[config.mk]
export PLATFORM = sky130hd
export DESIGN_NAME = haptic_actuator_pattern_scheduler
export DESIGN_NICKNAME = d
export VERILOG_FILES = /design/src/hap_pkg.sv /design/src/hap_rem.sv /design/src/hap_ctrl.sv /design/src/hap_dp.sv /design/src/haptic_actuator_pattern_scheduler.sv
export SDC_FILE = /design/constraint.sdc
export NUM_CORES = 2
export LEC_CHECK = 0
export ABC_CLOCK_PERIOD_IN_PS = 41100
export BUFFER_PORTS_ARGS = -buffer_cell sky130_fd_sc_hd__buf_2
export CORE_MARGIN = 5
export CORE_UTILIZATION = 40
export CTS_CLUSTER_SIZE = 24
export DETAILED_ROUTE_END_ITERATION = 10
export PLACE_DENSITY = 0.55
export SETUP_SLACK_MARGIN = 0.3
export SYNTH_ARGS = -nofsm -noshare
export SYNTH_HDL_FRONTEND = slang
export SYNTH_SLANG_ARGS = --single-unit
[constraint.sdc]
create_clock -name clock -period 41.1 [get_ports clock]
set_clock_uncertainty 0.1 [all_clocks]
set_input_delay 2.055 -clock clock [delete_from_list [all_inputs] [get_ports clock]]
set_output_delay 2.055 -clock clock [all_outputs]
set_load 0.02 [all_outputs]
[src/hap_pkg.sv]
// hap_pkg: shared types, constants and codes for the haptic actuator pattern scheduler
// no dependencies
package hap_pkg;

   localparam int ActuatorCountDefault = 4;
   localparam int ActuatorCountMax = 8;

   localparam logic [15:0] KeepaliveReset = 16'd2000;
   localparam logic [7:0] OnTimeReset = 8'd10;
   localparam logic [7:0] TypesReset = 8'h00;
   localparam logic [15:0] CountsReset = 16'h8888;
   localparam logic [15:0] BeatPattern = 16'h00FF;

   localparam logic [2:0] KIND_TICK = 3'd0;
   localparam logic [2:0] KIND_PING = 3'd1;
   localparam logic [2:0] KIND_MODE = 3'd2;
   localparam logic [2:0] KIND_LEVEL = 3'd3;
   localparam logic [2:0] KIND_PARAM = 3'd4;

   localparam logic [2:0] MODE_OFF = 3'd0;
   localparam logic [2:0] MODE_TEMP = 3'd1;
   localparam logic [2:0] MODE_SERVO = 3'd2;
   localparam logic [2:0] MODE_VIB = 3'd3;
   localparam logic [2:0] MODE_BEAT = 3'd4;
   localparam logic [2:0] MODE_ROT = 3'd5;
   localparam logic [2:0] MODE_ELEC = 3'd6;

   localparam logic [2:0] ACT_OFF = 3'd0;
   localparam logic [2:0] ACT_TEMP = 3'd1;
   localparam logic [2:0] ACT_SERVO = 3'd2;
   localparam logic [2:0] ACT_VIB = 3'd3;
   localparam logic [2:0] ACT_DISC = 3'd4;
   localparam logic [2:0] ACT_ELEC = 3'd5;

   localparam logic [1:0] TYPE_VIB = 2'd0;
   localparam logic [1:0] TYPE_TEMP = 2'd1;
   localparam logic [1:0] TYPE_PRES = 2'd2;
   localparam logic [1:0] TYPE_ELEC = 2'd3;

   localparam logic [1:0] CSR_TIMEOUT = 2'd0;
   localparam logic [1:0] CSR_ONTIME = 2'd1;
   localparam logic [1:0] CSR_TYPES = 2'd2;
   localparam logic [1:0] CSR_COUNTS = 2'd3;

   typedef struct packed {
      logic [1:0] target;
      logic [2:0] action;
      logic [15:0] level;
      logic [15:0] pattern;
   } cmd_type;

   // controller to datapath
   typedef struct packed {
      logic take;        // accept input word
      logic tick_start;  // tick: bump counters, disconnect check
      logic sel_load;    // load current actuator into work regs
      logic mod_start;   // start remainder unit
      logic eval;        // evaluate actuator, may queue commands
      logic pop;         // pop one command into output stage
   } ctl_type;

   // datapath to controller
   typedef struct packed {
      logic mod_busy;
      logic queue_empty;
      logic scan_last;
   } sts_type;

endpackage

[src/hap_rem.sv]
// hap_rem: 32 by 17 bit restoring remainder unit, one quotient bit per cycle
// depends on nothing
module hap_rem (
   input  logic        clock,
   input  logic        reset,
   input  logic        start,
   input  logic [31:0] dividend,
   input  logic [16:0] divisor,
   output logic        busy,
   output logic [16:0] remainder
);
   logic [31:0] num_ff, num_in;
   logic [17:0] acc_ff, acc_in;
   logic [16:0] div_ff, div_in;
   logic [5:0]  cnt_ff, cnt_in;
   logic        busy_ff, busy_in;
   logic [17:0] shifted;

   always_comb begin
      num_in = num_ff;
      acc_in = acc_ff;
      div_in = div_ff;
      cnt_in = cnt_ff;
      busy_in = busy_ff;
      shifted = {acc_ff[16:0], num_ff[31]};
      if (start) begin
         num_in = dividend;
         acc_in = '0;
         div_in = divisor;
         cnt_in = 6'd32;
         busy_in = 1'b1;
      end else if (busy_ff) begin
         num_in = {num_ff[30:0], 1'b0};
         acc_in = (shifted >= {1'b0, div_ff}) ? shifted - {1'b0, div_ff} : shifted;
         cnt_in = cnt_ff - 6'd1;
         if (cnt_ff == 6'd1) begin
            busy_in = 1'b0;
         end
      end
   end

   always_ff @(posedge clock) begin
      if (reset) begin
         busy_ff <= 1'b0;
         cnt_ff <= '0;
      end else begin
         busy_ff <= busy_in;
         cnt_ff <= cnt_in;
      end
      num_ff <= num_in;
      acc_ff <= acc_in;
      div_ff <= div_in;
   end

   assign busy = busy_ff;
   assign remainder = acc_ff[16:0];
endmodule

[src/hap_ctrl.sv]
// hap_ctrl: sequencer for tick scans and command drain
// depends on hap_pkg
module hap_ctrl (
   input  logic              clock,
   input  logic              reset,
   input  logic              req_fire,
   input  logic [2:0]        req_kind,
   input  logic              out_free,
   input  hap_pkg::sts_type  sts,
   output logic              req_ready,
   output hap_pkg::ctl_type  ctl
);
   import hap_pkg::*;

   localparam logic [2:0] ST_IDLE = 3'd0;
   localparam logic [2:0] ST_LOAD = 3'd1;
   localparam logic [2:0] ST_MOD  = 3'd2;
   localparam logic [2:0] ST_WAIT = 3'd3;
   localparam logic [2:0] ST_EVAL = 3'd4;
   localparam logic [2:0] ST_DRAIN = 3'd5;

   logic [2:0] state_ff, state_in;

   always_comb begin
      state_in = state_ff;
      ctl = '0;
      req_ready = (state_ff == ST_IDLE) && sts.queue_empty;
      ctl.take = req_fire;
      case (state_ff)
         ST_IDLE: begin
            if (req_fire && req_kind == KIND_TICK) begin
               ctl.tick_start = 1'b1;
               state_in = ST_LOAD;
            end
         end
         ST_LOAD: begin
            ctl.sel_load = 1'b1;
            state_in = ST_MOD;
         end
         ST_MOD: begin
            ctl.mod_start = 1'b1;
            state_in = ST_WAIT;
         end
         ST_WAIT: begin
            if (!sts.mod_busy) begin
               state_in = ST_EVAL;
            end
         end
         ST_EVAL: begin
            ctl.eval = 1'b1;
            state_in = sts.scan_last ? ST_DRAIN : ST_LOAD;
         end
         ST_DRAIN: begin
            if (sts.queue_empty) begin
               state_in = ST_IDLE;
            end else if (out_free) begin
               ctl.pop = 1'b1;
            end
         end
         default: state_in = ST_IDLE;
      endcase
   end

   always_ff @(posedge clock) begin
      if (reset) begin
         state_ff <= ST_IDLE;
      end else begin
         state_ff <= state_in;
      end
   end

`ifndef SYNTHESIS
   a_ready_idle: assert property (@(posedge clock) disable iff (reset)
      req_ready |-> state_ff == ST_IDLE)
      else $error("ready outside idle");
   a_eval_after_wait: assert property (@(posedge clock) disable iff (reset)
      state_ff == ST_EVAL |-> !sts.mod_busy)
      else $error("eval while remainder busy");
   a_pop_drain: assert property (@(posedge clock) disable iff (reset)
      ctl.pop |-> state_ff == ST_DRAIN && !sts.queue_empty)
      else $error("pop outside drain");
`endif
endmodule

[src/hap_dp.sv]
// hap_dp: actuator state, counters, command queue and output stage
// depends on hap_pkg and hap_rem
module hap_dp #(
   parameter int ACTUATOR_COUNT = hap_pkg::ActuatorCountDefault
) (
   input  logic              clock,
   input  logic              reset,
   input  hap_pkg::ctl_type  ctl,
   input  logic [2:0]        req_kind,
   input  logic [1:0]        req_index,
   input  logic [15:0]       req_value,
   input  logic              csr_we,
   input  logic [1:0]        csr_index,
   input  logic [15:0]       csr_wdata,
   input  logic              rsp_tready,
   output logic              rsp_tvalid,
   output hap_pkg::cmd_type  rsp_cmd,
   output logic              rsp_last,
   output logic              out_free,
   output hap_pkg::sts_type  sts
);
   import hap_pkg::*;

   localparam int AW = (ACTUATOR_COUNT > 1) ? $clog2(ACTUATOR_COUNT) : 1;
   localparam int QMAX = 2 * ACTUATOR_COUNT + 1;
   localparam int QD = 2 ** $clog2(QMAX);
   localparam int QW = $clog2(QD);
   localparam int QNW = QW + 1;

   function automatic logic [2:0] wrap_pos(logic [3:0] v, logic [3:0] c);
      logic [3:0] r;
      r = v;
      for (int i = 0; i < 8; i++) begin
         if (r >= c) r = r - c;
      end
      return r[2:0];
   endfunction

   logic [15:0] timeout_ff;
   logic [7:0]  ontime_ff;
   logic [7:0]  types_ff;
   logic [15:0] counts_ff;
   logic [31:0] tick_ff, tick_in;
   logic [15:0] keep_ff, keep_in;
   logic        link_ff, link_in;
   logic [2:0]  mode_ff [ACTUATOR_COUNT];
   logic        pend_ff [ACTUATOR_COUNT];
   logic [15:0] lvl_ff [ACTUATOR_COUNT];
   logic [15:0] set_ff [ACTUATOR_COUNT];
   logic [2:0]  pos_ff [ACTUATOR_COUNT];
   logic [AW-1:0] sel_ff, sel_in;

   logic [2:0]  w_mode;
   logic        w_pend;
   logic [15:0] w_lvl, w_set;
   logic [2:0]  w_pos;
   logic [1:0]  w_type;
   logic [3:0]  w_cnt;
   logic [16:0] divisor;
   logic        mod_busy;
   logic [16:0] rem;

   cmd_type     q_ff [QD];
   logic [QW-1:0]  qwr_ff, qrd_ff;
   logic [QNW-1:0] qn_ff;
   cmd_type     ev_a, ev_b;
   logic        ev_a_v, ev_b_v, ev_clr, ev_pos_wr;
   logic [2:0]  ev_pos;
   logic        disc_v;
   logic [1:0]  n_push;
   logic [QW-1:0] n_wr;

   cmd_type     out_ff;
   logic        outv_ff, outl_ff;

   assign sts.mod_busy = mod_busy;
   assign sts.queue_empty = (qn_ff == '0);
   assign sts.scan_last = (32'(sel_ff) == ACTUATOR_COUNT - 1);

   // per actuator view of the config registers
   always_comb begin
      w_type = TYPE_VIB;
      w_cnt = 4'd1;
      if (32'(sel_ff) < 4) begin
         w_type = types_ff[2*sel_ff[1:0] +: 2];
         w_cnt = counts_ff[4*sel_ff[1:0] +: 4];
      end
      if (w_cnt == 4'd0) w_cnt = 4'd1;
      if (w_cnt > 4'd8) w_cnt = 4'd8;
   end

   assign divisor = (w_mode == MODE_BEAT) ? 17'(ontime_ff) + 17'(w_set) : 17'(w_set);

   hap_rem u_rem (
      .clock(clock), .reset(reset), .start(ctl.mod_start), .dividend(tick_ff),
      .divisor(divisor), .busy(mod_busy), .remainder(rem)
   );

   // evaluation of the loaded actuator
   always_comb begin
      ev_a = '0; ev_b = '0; ev_a_v = 1'b0; ev_b_v = 1'b0; ev_clr = 1'b0;
      ev_pos_wr = 1'b0; ev_pos = '0;
      ev_a.target = 2'(sel_ff); ev_b.target = 2'(sel_ff);
      case (w_mode)
         MODE_OFF: begin
            ev_a.action = ACT_OFF; ev_a_v = w_pend;
         end
         MODE_TEMP: begin
            ev_a.action = ACT_TEMP; ev_a.level = w_lvl;
            ev_a_v = w_pend && w_type == TYPE_TEMP;
         end
         MODE_SERVO: begin
            ev_a.action = ACT_SERVO; ev_a.level = w_lvl;
            ev_a_v = w_pend && w_type == TYPE_PRES;
         end
         MODE_VIB: begin
            ev_a.action = ACT_VIB; ev_a.level = w_lvl; ev_a.pattern = w_set;
            ev_a_v = w_pend && w_type == TYPE_VIB;
         end
         MODE_BEAT: begin
            ev_a.action = ACT_VIB; ev_b.action = ACT_VIB;
            ev_a_v = w_pend && w_type == TYPE_VIB;
            if (w_type == TYPE_VIB && divisor != 17'd0) begin
               if (rem == 17'd0) begin
                  ev_b_v = 1'b1; ev_b.level = w_lvl; ev_b.pattern = BeatPattern;
               end else if (rem == 17'(ontime_ff)) begin
                  ev_b_v = 1'b1;
               end
            end
         end
         MODE_ROT: begin
            ev_a.action = ACT_VIB; ev_b.action = ACT_VIB;
            ev_a_v = w_pend && w_type == TYPE_VIB;
            if (w_type == TYPE_VIB && w_set != 16'd0 && rem == 17'd0) begin
               ev_pos = wrap_pos({1'b0, w_pos} + 4'd1, w_cnt);
               ev_pos_wr = 1'b1;
               ev_b_v = 1'b1; ev_b.level = w_lvl;
               ev_b.pattern = 16'd1 << ev_pos;
            end
         end
         MODE_ELEC: begin
            ev_a.action = ACT_ELEC; ev_a.level = w_lvl;
            ev_a_v = w_pend && w_type == TYPE_ELEC;
         end
         default: ;
      endcase
      ev_clr = ev_a_v;
   end

   always_comb begin
      tick_in = tick_ff; keep_in = keep_ff; link_in = link_ff; disc_v = 1'b0;
      sel_in = sel_ff;
      if (ctl.take && req_kind == KIND_PING) begin
         link_in = 1'b1; keep_in = timeout_ff;
      end
      if (ctl.tick_start) begin
         tick_in = tick_ff + 32'd1;
         sel_in = '0;
         if (link_ff) begin
            keep_in = keep_ff - 16'd1;
            if (keep_ff == 16'd1) begin
               link_in = 1'b0; disc_v = 1'b1;
            end
         end
      end
      if (ctl.eval && !sts.scan_last) sel_in = sel_ff + AW'(1);
      n_push = 2'(disc_v) + 2'(ctl.eval && ev_a_v) + 2'(ctl.eval && ev_b_v);
      n_wr = (ctl.eval && ev_a_v) ? qwr_ff + QW'(1) : qwr_ff;
   end

   always_ff @(posedge clock) begin
      if (reset) begin
         timeout_ff <= KeepaliveReset;
         ontime_ff <= OnTimeReset;
         types_ff <= TypesReset;
         counts_ff <= CountsReset;
         tick_ff <= '0;
         keep_ff <= KeepaliveReset;
         link_ff <= 1'b0;
         sel_ff <= '0;
         qwr_ff <= '0; qrd_ff <= '0; qn_ff <= '0;
         outv_ff <= 1'b0;
         for (int i = 0; i < ACTUATOR_COUNT; i++) begin
            mode_ff[i] <= MODE_OFF; pend_ff[i] <= 1'b0; lvl_ff[i] <= '0;
            set_ff[i] <= '0; pos_ff[i] <= '0;
         end
      end else begin
         if (csr_we) begin
            case (csr_index)
               CSR_TIMEOUT: timeout_ff <= csr_wdata;
               CSR_ONTIME: ontime_ff <= csr_wdata[7:0];
               CSR_TYPES: types_ff <= csr_wdata[7:0];
               CSR_COUNTS: counts_ff <= csr_wdata;
               default: ;
            endcase
         end
         tick_ff <= tick_in; keep_ff <= keep_in; link_ff <= link_in; sel_ff <= sel_in;
         if (ctl.take && 32'(req_index) < ACTUATOR_COUNT &&
             (req_kind == KIND_MODE || req_kind == KIND_LEVEL || req_kind == KIND_PARAM)) begin
            pend_ff[AW'(req_index)] <= 1'b1;
            if (req_kind == KIND_MODE && req_value <= 16'(MODE_ELEC))
               mode_ff[AW'(req_index)] <= req_value[2:0];
            if (req_kind == KIND_LEVEL) lvl_ff[AW'(req_index)] <= req_value;
            if (req_kind == KIND_PARAM) set_ff[AW'(req_index)] <= req_value;
         end
         if (ctl.eval) begin
            if (ev_clr) pend_ff[sel_ff] <= 1'b0;
            if (ev_pos_wr) pos_ff[sel_ff] <= ev_pos;
         end
         qwr_ff <= qwr_ff + QW'(n_push);
         if (ctl.pop) qrd_ff <= qrd_ff + QW'(1);
         qn_ff <= qn_ff + QNW'(n_push) - QNW'(ctl.pop);
         if (ctl.pop) begin
            outv_ff <= 1'b1;
         end else if (rsp_tready) begin
            outv_ff <= 1'b0;
         end
      end
      if (ctl.sel_load) begin
         w_mode <= mode_ff[sel_ff]; w_pend <= pend_ff[sel_ff]; w_lvl <= lvl_ff[sel_ff];
         w_set <= set_ff[sel_ff]; w_pos <= pos_ff[sel_ff];
      end
      if (disc_v) q_ff[qwr_ff] <= '{target: 2'd0, action: ACT_DISC, level: 16'd0, pattern: 16'd0};
      if (ctl.eval && ev_a_v) q_ff[qwr_ff] <= ev_a;
      if (ctl.eval && ev_b_v) q_ff[n_wr] <= ev_b;
      if (ctl.pop) begin
         out_ff <= q_ff[qrd_ff];
         outl_ff <= (qn_ff == QNW'(1));
      end
   end

   assign out_free = !outv_ff || rsp_tready;
   assign rsp_tvalid = outv_ff;
   assign rsp_cmd = out_ff;
   assign rsp_last = outl_ff;

`ifndef SYNTHESIS
   a_queue_bound: assert property (@(posedge clock) disable iff (reset)
      qn_ff <= QNW'(QMAX))
      else $error("command queue overflow");
   a_no_pop_empty: assert property (@(posedge clock) disable iff (reset)
      ctl.pop |-> qn_ff != '0)
      else $error("pop of empty queue");
   a_tick_count: assert property (@(posedge clock) disable iff (reset)
      ctl.tick_start |=> tick_ff == $past(tick_ff) + 32'd1)
      else $error("tick count not advanced");
`endif
endmodule

[src/haptic_actuator_pattern_scheduler.sv]
// Sequence: a ping or set word is taken while idle; a tick steps each actuator through load,
// remainder start, remainder wait and evaluation, then drains queued commands and returns to idle.
// Throughput: one word at a time; the next word is taken once the command queue is empty.
// Reset: synchronous active-high reset restores the config, counters, queue pointers and actuator state.
// haptic_actuator_pattern_scheduler: top level, depends on hap_pkg, hap_ctrl, hap_dp
module haptic_actuator_pattern_scheduler #(
   parameter int ACTUATOR_COUNT = hap_pkg::ActuatorCountDefault
) (
   input  logic        clock,
   input  logic        reset,
   input  logic        req_tvalid,
   output logic        req_tready,
   input  logic [23:0] req_tdata,   // kind[2:0], actuator_index[4:3], value[20:5]
   output logic        rsp_tvalid,
   input  logic        rsp_tready,
   output logic [39:0] rsp_tdata,   // target_actuator[1:0], action[4:2], drive_level[20:5],
                                    // channel_pattern[36:21]
   output logic        rsp_tlast,
   input  logic        csr_we,
   input  logic [1:0]  csr_index,
   input  logic [15:0] csr_wdata
);
   import hap_pkg::*;

   ctl_type ctl;
   sts_type sts;
   cmd_type cmd;
   logic    out_free;
   logic    req_fire;

   assign req_fire = req_tvalid && req_tready;

   hap_ctrl u_ctrl (
      .clock(clock), .reset(reset), .req_fire(req_fire), .req_kind(req_tdata[2:0]),
      .out_free(out_free), .sts(sts), .req_ready(req_tready), .ctl(ctl)
   );

   hap_dp #(.ACTUATOR_COUNT(ACTUATOR_COUNT)) u_dp (
      .clock(clock), .reset(reset), .ctl(ctl), .req_kind(req_tdata[2:0]),
      .req_index(req_tdata[4:3]), .req_value(req_tdata[20:5]), .csr_we(csr_we),
      .csr_index(csr_index), .csr_wdata(csr_wdata), .rsp_tready(rsp_tready),
      .rsp_tvalid(rsp_tvalid), .rsp_cmd(cmd), .rsp_last(rsp_tlast),
      .out_free(out_free), .sts(sts)
   );

   assign rsp_tdata = {3'd0, cmd.pattern, cmd.level, cmd.action, cmd.target};
endmodule

---- After elaboration in Yosys (flattened, before gate mapping) ----
Memories as Yosys holds them, arrays and structs flattened. A register that Yosys moved wholly into a read port is not among the register bits.
Index checks and enable logic that the tools add are counted.
word-level totals
  register bits ........................... 190
  memory bits (writable) .................. 748
  input bits .............................. 47
  word-level logic and storage cells ...... 269
  memories kept ........................... 6
memories
  name          words  bits a word  read ports  clocked after Yosys merged registers in  wr ports  line          source
  u_dp.q_ff     16     37           1           1                                        2         hap_dp.sv:63  cmd_type q_ff [QD];
  u_dp.lvl_ff   4      16           1           1                                        4         hap_dp.sv:48  logic [15:0] lvl_ff [ACTUATOR_COUNT];
  u_dp.set_ff   4      16           1           1                                        4         hap_dp.sv:49  logic [15:0] set_ff [ACTUATOR_COUNT];
  u_dp.mode_ff  4      3            1           1                                        4         hap_dp.sv:46  logic [2:0] mode_ff [ACTUATOR_COUNT];
  u_dp.pos_ff   4      3            1           1                                        4         hap_dp.sv:50  logic [2:0] pos_ff [ACTUATOR_COUNT];
  u_dp.pend_ff  4      1            1           1                                        4         hap_dp.sv:47  logic pend_ff [ACTUATOR_COUNT];
cells by class
  add/sub/neg operators ................... 22
  order comparisons ....................... 11
  equality and inequality tests ........... 29
  shifts and indexed selects .............. 3
  multiplexer cells ....................... 129
  bitwise operators ....................... 1
  reductions and logical operators ........ 48
operators with widths
  kind                   count
  $mux 32                5
  $mux 16                7
  $mux 4                 24
  $pmux 34 s2            1
  $mux 1                 64
  $mux 37                1
  $mux 17                2
  $mux 3                 11
  $add 32x1->32 const B  1
  $ge 4x4->1             8
  $reduce_or 16->1       2
  $sub 4x4->4            7
  $eq 3x2->1 const B     6
  $eq 3x3->1 const B     6
  $ge 18x17->1           1
  $pmux 3 s6             1
  $add 8x16->17          1
  $eq 17x8->1            1
  $logic_not 17->1       1
  $reduce_bool 17->1     1
  $sub 17x17->17         1
  $eq 16x1->1 const B    1
  $le 16x3->1 const B    1
  $logic_and 1x1->1      16
  other kinds (42)       73

---- Depth between registers and ports, before layout ----
  depth in word-level cells ............... 40
  mapped depth ............................ 64
  depth with buffers taken out ............ 60

---- Hierarchy ----
From an unflattened synthesis, not the netlist that was laid out.
unflattened totals
  cell total of the unflattened synthesis .. 3713
  area, all modules ....................... 48995.7 um2
by module, submodules not included
  module                             instances  cells an instance  area an instance (um2)  seq. area each (um2)
  hap_dp                             1          3342               44925.6                 26835.7
  hap_rem                            1          335                3808.7                  1951.9
  hap_ctrl                           1          31                 229.0                   60.1
  haptic_actuator_pattern_scheduler  1          5                  32.5                    0.0

---- Worst setup path after synthesis ----
Ideal clock, no wire load.
  path kind ............................... register to register
  start point ............................. register u_dp.sel_ff[0]
  end point ............................... memory u_dp.q_ff[1][6] in the netlist's numbering, data pin
  data arrival time ....................... 14037 ps
  data required time ...................... 40726 ps
  slack ................................... 26689 ps
  cell stages (with the launch flop) ...... 59
  period minus slack after synthesis ...... 14411 ps
  path through ............................ dfxtp_1 buf_2 buf_1 mux4_2 nor2_1 nor2_1 ha_1 fa_1 a21boi_0 o21ai_0 mux2i_1 inv_1 ha_1 fa_1 a31oi_1 nor2_1 o221a_2 or2_2 [23 not listed] a21boi_0 ha_1 fa_1 a21bo_2 a21o_1 a21oi_1 mux2_2 ha_1 a21bo_2 a21o_1 a21o_1 buf_1 or4_1 o21ai_1 a21oi_1 a31oi_4 buf_6 o22ai_1
RTL lines
  item                      line           source
  start: declaration        hap_dp.sv:51   logic [AW-1:0] sel_ff, sel_in;
  start signal: assignment  hap_dp.sv:197  tick_ff <= tick_in; keep_ff <= keep_in; link_ff <= link_in; sel_ff <= sel_in;
  end: declaration          hap_dp.sv:63

==> metrics.md <==
| Metric | Value |
|---|---|
| Status | `completed` |
| Area enclosed by the die boundary | `128000 um2` |
| Start point of the critical path | `u_dp.sel_ff[1]` |
| Number of optimization iterations in the first detailed-route pass | `6` |
| Main synth FF type | `sky130_fd_sc_hd__edfxtp_1` |
| Crit start category | `flip-flop` |
| Detailed-route vias per instance | `5.96` |
| Arrival time worst endpoint | `17.45 ns` |
| Max Buffers Root-to-Sink | `3` |
| CTS H-tree lvls | `3` |
| Netlist cell types | `79` |
| CTS Hold Buffers Added | `0` |
| Final Slew Violations | `0` |
| RSZ-0062 raised after global routing | `false` |
| All-layer global routing usage | `22.4%` |
| Resized cells post-CTS | `0` |
| Avg Synthesized Cell Area | `13.0 um2` |
| Relative slew slack | `23.5%` |
| Routed via count | `32241` |
| Starting density of the core | `40.4%` |
| Cells after synthesis | `3730` |
| Initial antenna violation count | `1` |
| Highest attainable clock frequency | `58.8 MHz` |
| Reg2Reg Launch Point | `u_dp.sel_ff[1]` |
| Max stage delay cell, worst path | `sky130_fd_sc_hd__buf_4` |
| CTS sink cnt | `1014` |
| Core area | `120000 um2` |
| Slew @ Worst Pin | `1.14 ns` |
| Endpoint type of the worst setup path | `flip-flop` |
| Total of flip-flops plus latches after synthesis | `1014` |
| Count of input and output buffers | `83` |
| Row cnt | `127` |
| Via count of the first global-routing pass | `32147` |
| Worst vdd ir | `0.000299 V` |
| Final setup violation count | `0` |
| Number of placed I/O pins | `90` |
| Max-cap violation count | `0` |
| Async S/R FF share, synth | `0%` |
| Cell count after placement | `5199` |
| Startpoint of the lowest-slack hold path | `u_dp.counts_ff[8]` |
| Period utilization | `41.4%` |
| Seq. cell area | `28900 um2` |
| Routed wire per std cell | `26.8 um` |
| 1st-iter DRT viols | `3820` |
| Die H | `358 um` |
| Clock tree from TritonCTS | `yes` |
| Synth Warn # | `0` |
| Leakage power of the design | `17.9 nW` |
| Area taken by multi-input logic gates | `18000 um2` |
| Required arrival time at the worst endpoint | `41.54 ns` |
| Pwr/cell area | `68.1 nW/um2` |
| Min Tclk post-route | `17.01 ns` |
| Number of post-CTS setup repair buffers | `0` |
| Reg clk slew, reported paths | `0.06 ns` |
| Most frequent cells in the layout | `sky130_fd_sc_hd__edfxtp_1 (858), sky130_fd_sc_hd__o22ai_1 (388), sky130_fd_sc_hd__nand2_1 (319)` |
| Count of filler cells inserted in the layout | `10874` |
| CP Max Fanout | `69` |
| Remaining number of nets flagged by the antenna check after routing | `0` |
| Pin count of the biggest net entering global routing | `87` |
| Total negative setup slack | `0 ns` |
| Area grow syn2layout | `11.6%` |
| Later-pin clock latency in the skew report | `0.71 ns` |
| Most common cell after layout, fill and taps aside | `sky130_fd_sc_hd__edfxtp_1` |
| Count of flip-flops with a built-in enable after synthesis | `858` |
| Hold Path Class | `flip-flop to flip-flop` |
| Post-synthesis sequential area ratio | `59.5%` |
| DR DRC count | `0` |
| Count of non-filler cells in the finished layout | `5411` |
| Total grt overflow | `0` |
| Post-synth design cell area | `48500 um2` |
| Wire length of the first global-routing pass | `213 mm` |
| Nets | `3838` |
| Slowest Stage Delay on Critical Path | `0.67 ns` |
| Number of failing hold endpoints at the final stage | `0` |
| Clock root buffer | `sky130_fd_sc_hd__clkbuf_16` |
| Proportion of layout cells with a drive suffix above 1 | `17.6%` |
| Die width | `358 um` |
| Placer's final routability congestion estimate | `0.816` |
| HPWL after DPL | `83.8 mm` |
| TritonCTS Buffers | `111` |
| Overall routed net length | `145 mm` |
| Critical path class | `flip-flop to flip-flop` |
-- metrics by stage --
| stage | cell area, um2 | utilization, % | hold slack (ns) | power (W) | setup slack, ns |
|---|---|---|---|---|---|
| after floorplan | 48600 | - | 0.333 | 0.00221 | 26.69 |
| after global placement | 50300 | 41.9 | 0.342 | 0.00266 | 24.14 |
| after detailed placement | 50300 | 41.9 | 0.347 | 0.00267 | 24.06 |
| after CTS | 54200 | 45.0 | 0.356 | 0.00372 | 24.02 |
| after global routing | 54200 | 45.0 | 0.369 | 0.00391 | 22.64 |
| final | 54200 | 45.0 | 0.354 | 0.00369 | 24.09 |
-- final timing paths --
check / endpoint / slack (ns) / cells after the start
max: u_dp.q_ff[12][6] / 24.09 / 57
min: u_dp.counts_ff[8] / 0.35 / 2
max reg2reg: u_dp.q_ff[12][6] / 24.09 / 57
min reg2reg: u_dp.counts_ff[8] / 0.35 / 2
-- final cells by class --
cell class                 instances  share of cell area, %
multi-input combinational       2323                   33.3
inverter                          78                  0.540
clock inverter                    57                   1.32
tap                             1612                   3.72
clock buffer                     153                   5.73
timing repair buffer             172                   2.03
antenna                            2                0.00924
sequential                      1014                   53.4
-- cell families (layout without fill, tap and decap cells) --
logic type	Yosys count	count (layout)	synth area share [%]
flip-flops	1014	1014	59.5
multiplexers	265	265	11.4
AND/OR/NAND/NOR	1071	1071	10.6
other	1	5	0.00772
buffers and inverters	395	460	3.60
XOR/XNOR	85	85	1.53
adder cells (fa/ha/maj)	91	91	2.55
AO/OA/AOI/OAI	808	808	10.8
-- Yosys cell counts (11+ instances only) --
library cell	instances	area share [%]
sky130_fd_sc_hd__edfxtp_1	858	53
sky130_fd_sc_hd__o22ai_1	388	5.0
sky130_fd_sc_hd__nand2_1	335	2.6
sky130_fd_sc_hd__nor2_1	262	2.0
sky130_fd_sc_hd__mux4_2	230	11
sky130_fd_sc_hd__clkbuf_1	217	1.7
sky130_fd_sc_hd__and2_1	177	2.3
sky130_fd_sc_hd__dfxtp_1	156	6.4
sky130_fd_sc_hd__o21ai_0	136	1.4
sky130_fd_sc_hd__a21oi_1	115	1.2
sky130_fd_sc_hd__ha_1	78	2.0
sky130_fd_sc_hd__inv_1	78	0.60
sky130_fd_sc_hd__nand3_1	64	0.66
sky130_fd_sc_hd__xor2_1	50	0.90
sky130_fd_sc_hd__nor3_1	41	0.42
sky130_fd_sc_hd__and3_1	40	0.52
sky130_fd_sc_hd__buf_2	37	0.38
sky130_fd_sc_hd__xnor2_1	35	0.63
sky130_fd_sc_hd__nand2b_1	29	0.37
sky130_fd_sc_hd__buf_1	28	0.22
sky130_fd_sc_hd__mux2i_1	28	0.58
sky130_fd_sc_hd__o211ai_1	26	0.40
sky130_fd_sc_hd__nor2b_1	24	0.31
sky130_fd_sc_hd__buf_6	23	0.53
sky130_fd_sc_hd__a21o_1	19	0.29
sky130_fd_sc_hd__or3_1	17	0.22
sky130_fd_sc_hd__nand4_1	16	0.21
sky130_fd_sc_hd__nor4_1	16	0.21
sky130_fd_sc_hd__fa_1	13	0.54
sky130_fd_sc_hd__buf_4	12	0.19
sky130_fd_sc_hd__o21ai_4	12	0.40
sky130_fd_sc_hd__or2_2	12	0.15
sky130_fd_sc_hd__o21a_1	11	0.17
-- metal layers --
metal | routed length [um] | part of all wire (%) | up-vias | global-route usage (%)
met5 | 0 | 0 | - | 0
met4 | 4360 | 3.0 | 0 | 6.84
met3 | 13000 | 9.0 | 289 | 4.62
met2 | 67900 | 47 | 1438 | 35.9
met1 | 60000 | 41 | 16284 | 30.9
li1 | - | - | 14230 | -
-- power by group --
part | internal, W | switching (W)
logic | 0.000445 | 0.00103
clock network | 0.000613 | 0.000429
registers | 0.00114 | 0.0000313
-- state kept, by name, summed over array words and instances, names as in the netlist, 16 cells and up --
signal and cells:
u_dp.q_ff 592, u_dp.u_rem.num_ff 32, u_dp.w_lvl 16, u_dp.set_ff 64, u_dp.tick_ff 32, u_dp.keep_ff 16
u_dp.u_rem.div_ff 17, u_dp.lvl_ff 64, u_dp.timeout_ff 16, u_dp.u_rem.acc_ff 17, u_dp.w_set 16, u_dp.counts_ff 16
u_dp.rsp_cmd 37
-- critical path: cells and delay by family, from the launching register on --
kind                     cells  cell delay (ns)
AO/OA/AOI/OAI               26             7.57
adder cells (fa/ha/maj)     14             4.25
buffers and inverters        6             1.68
flip-flops                   1             0.31
multiplexers                 4             1.55
AND/OR/NAND/NOR              7             1.34
Note: power is estimated with default switching activity, not from simulation.
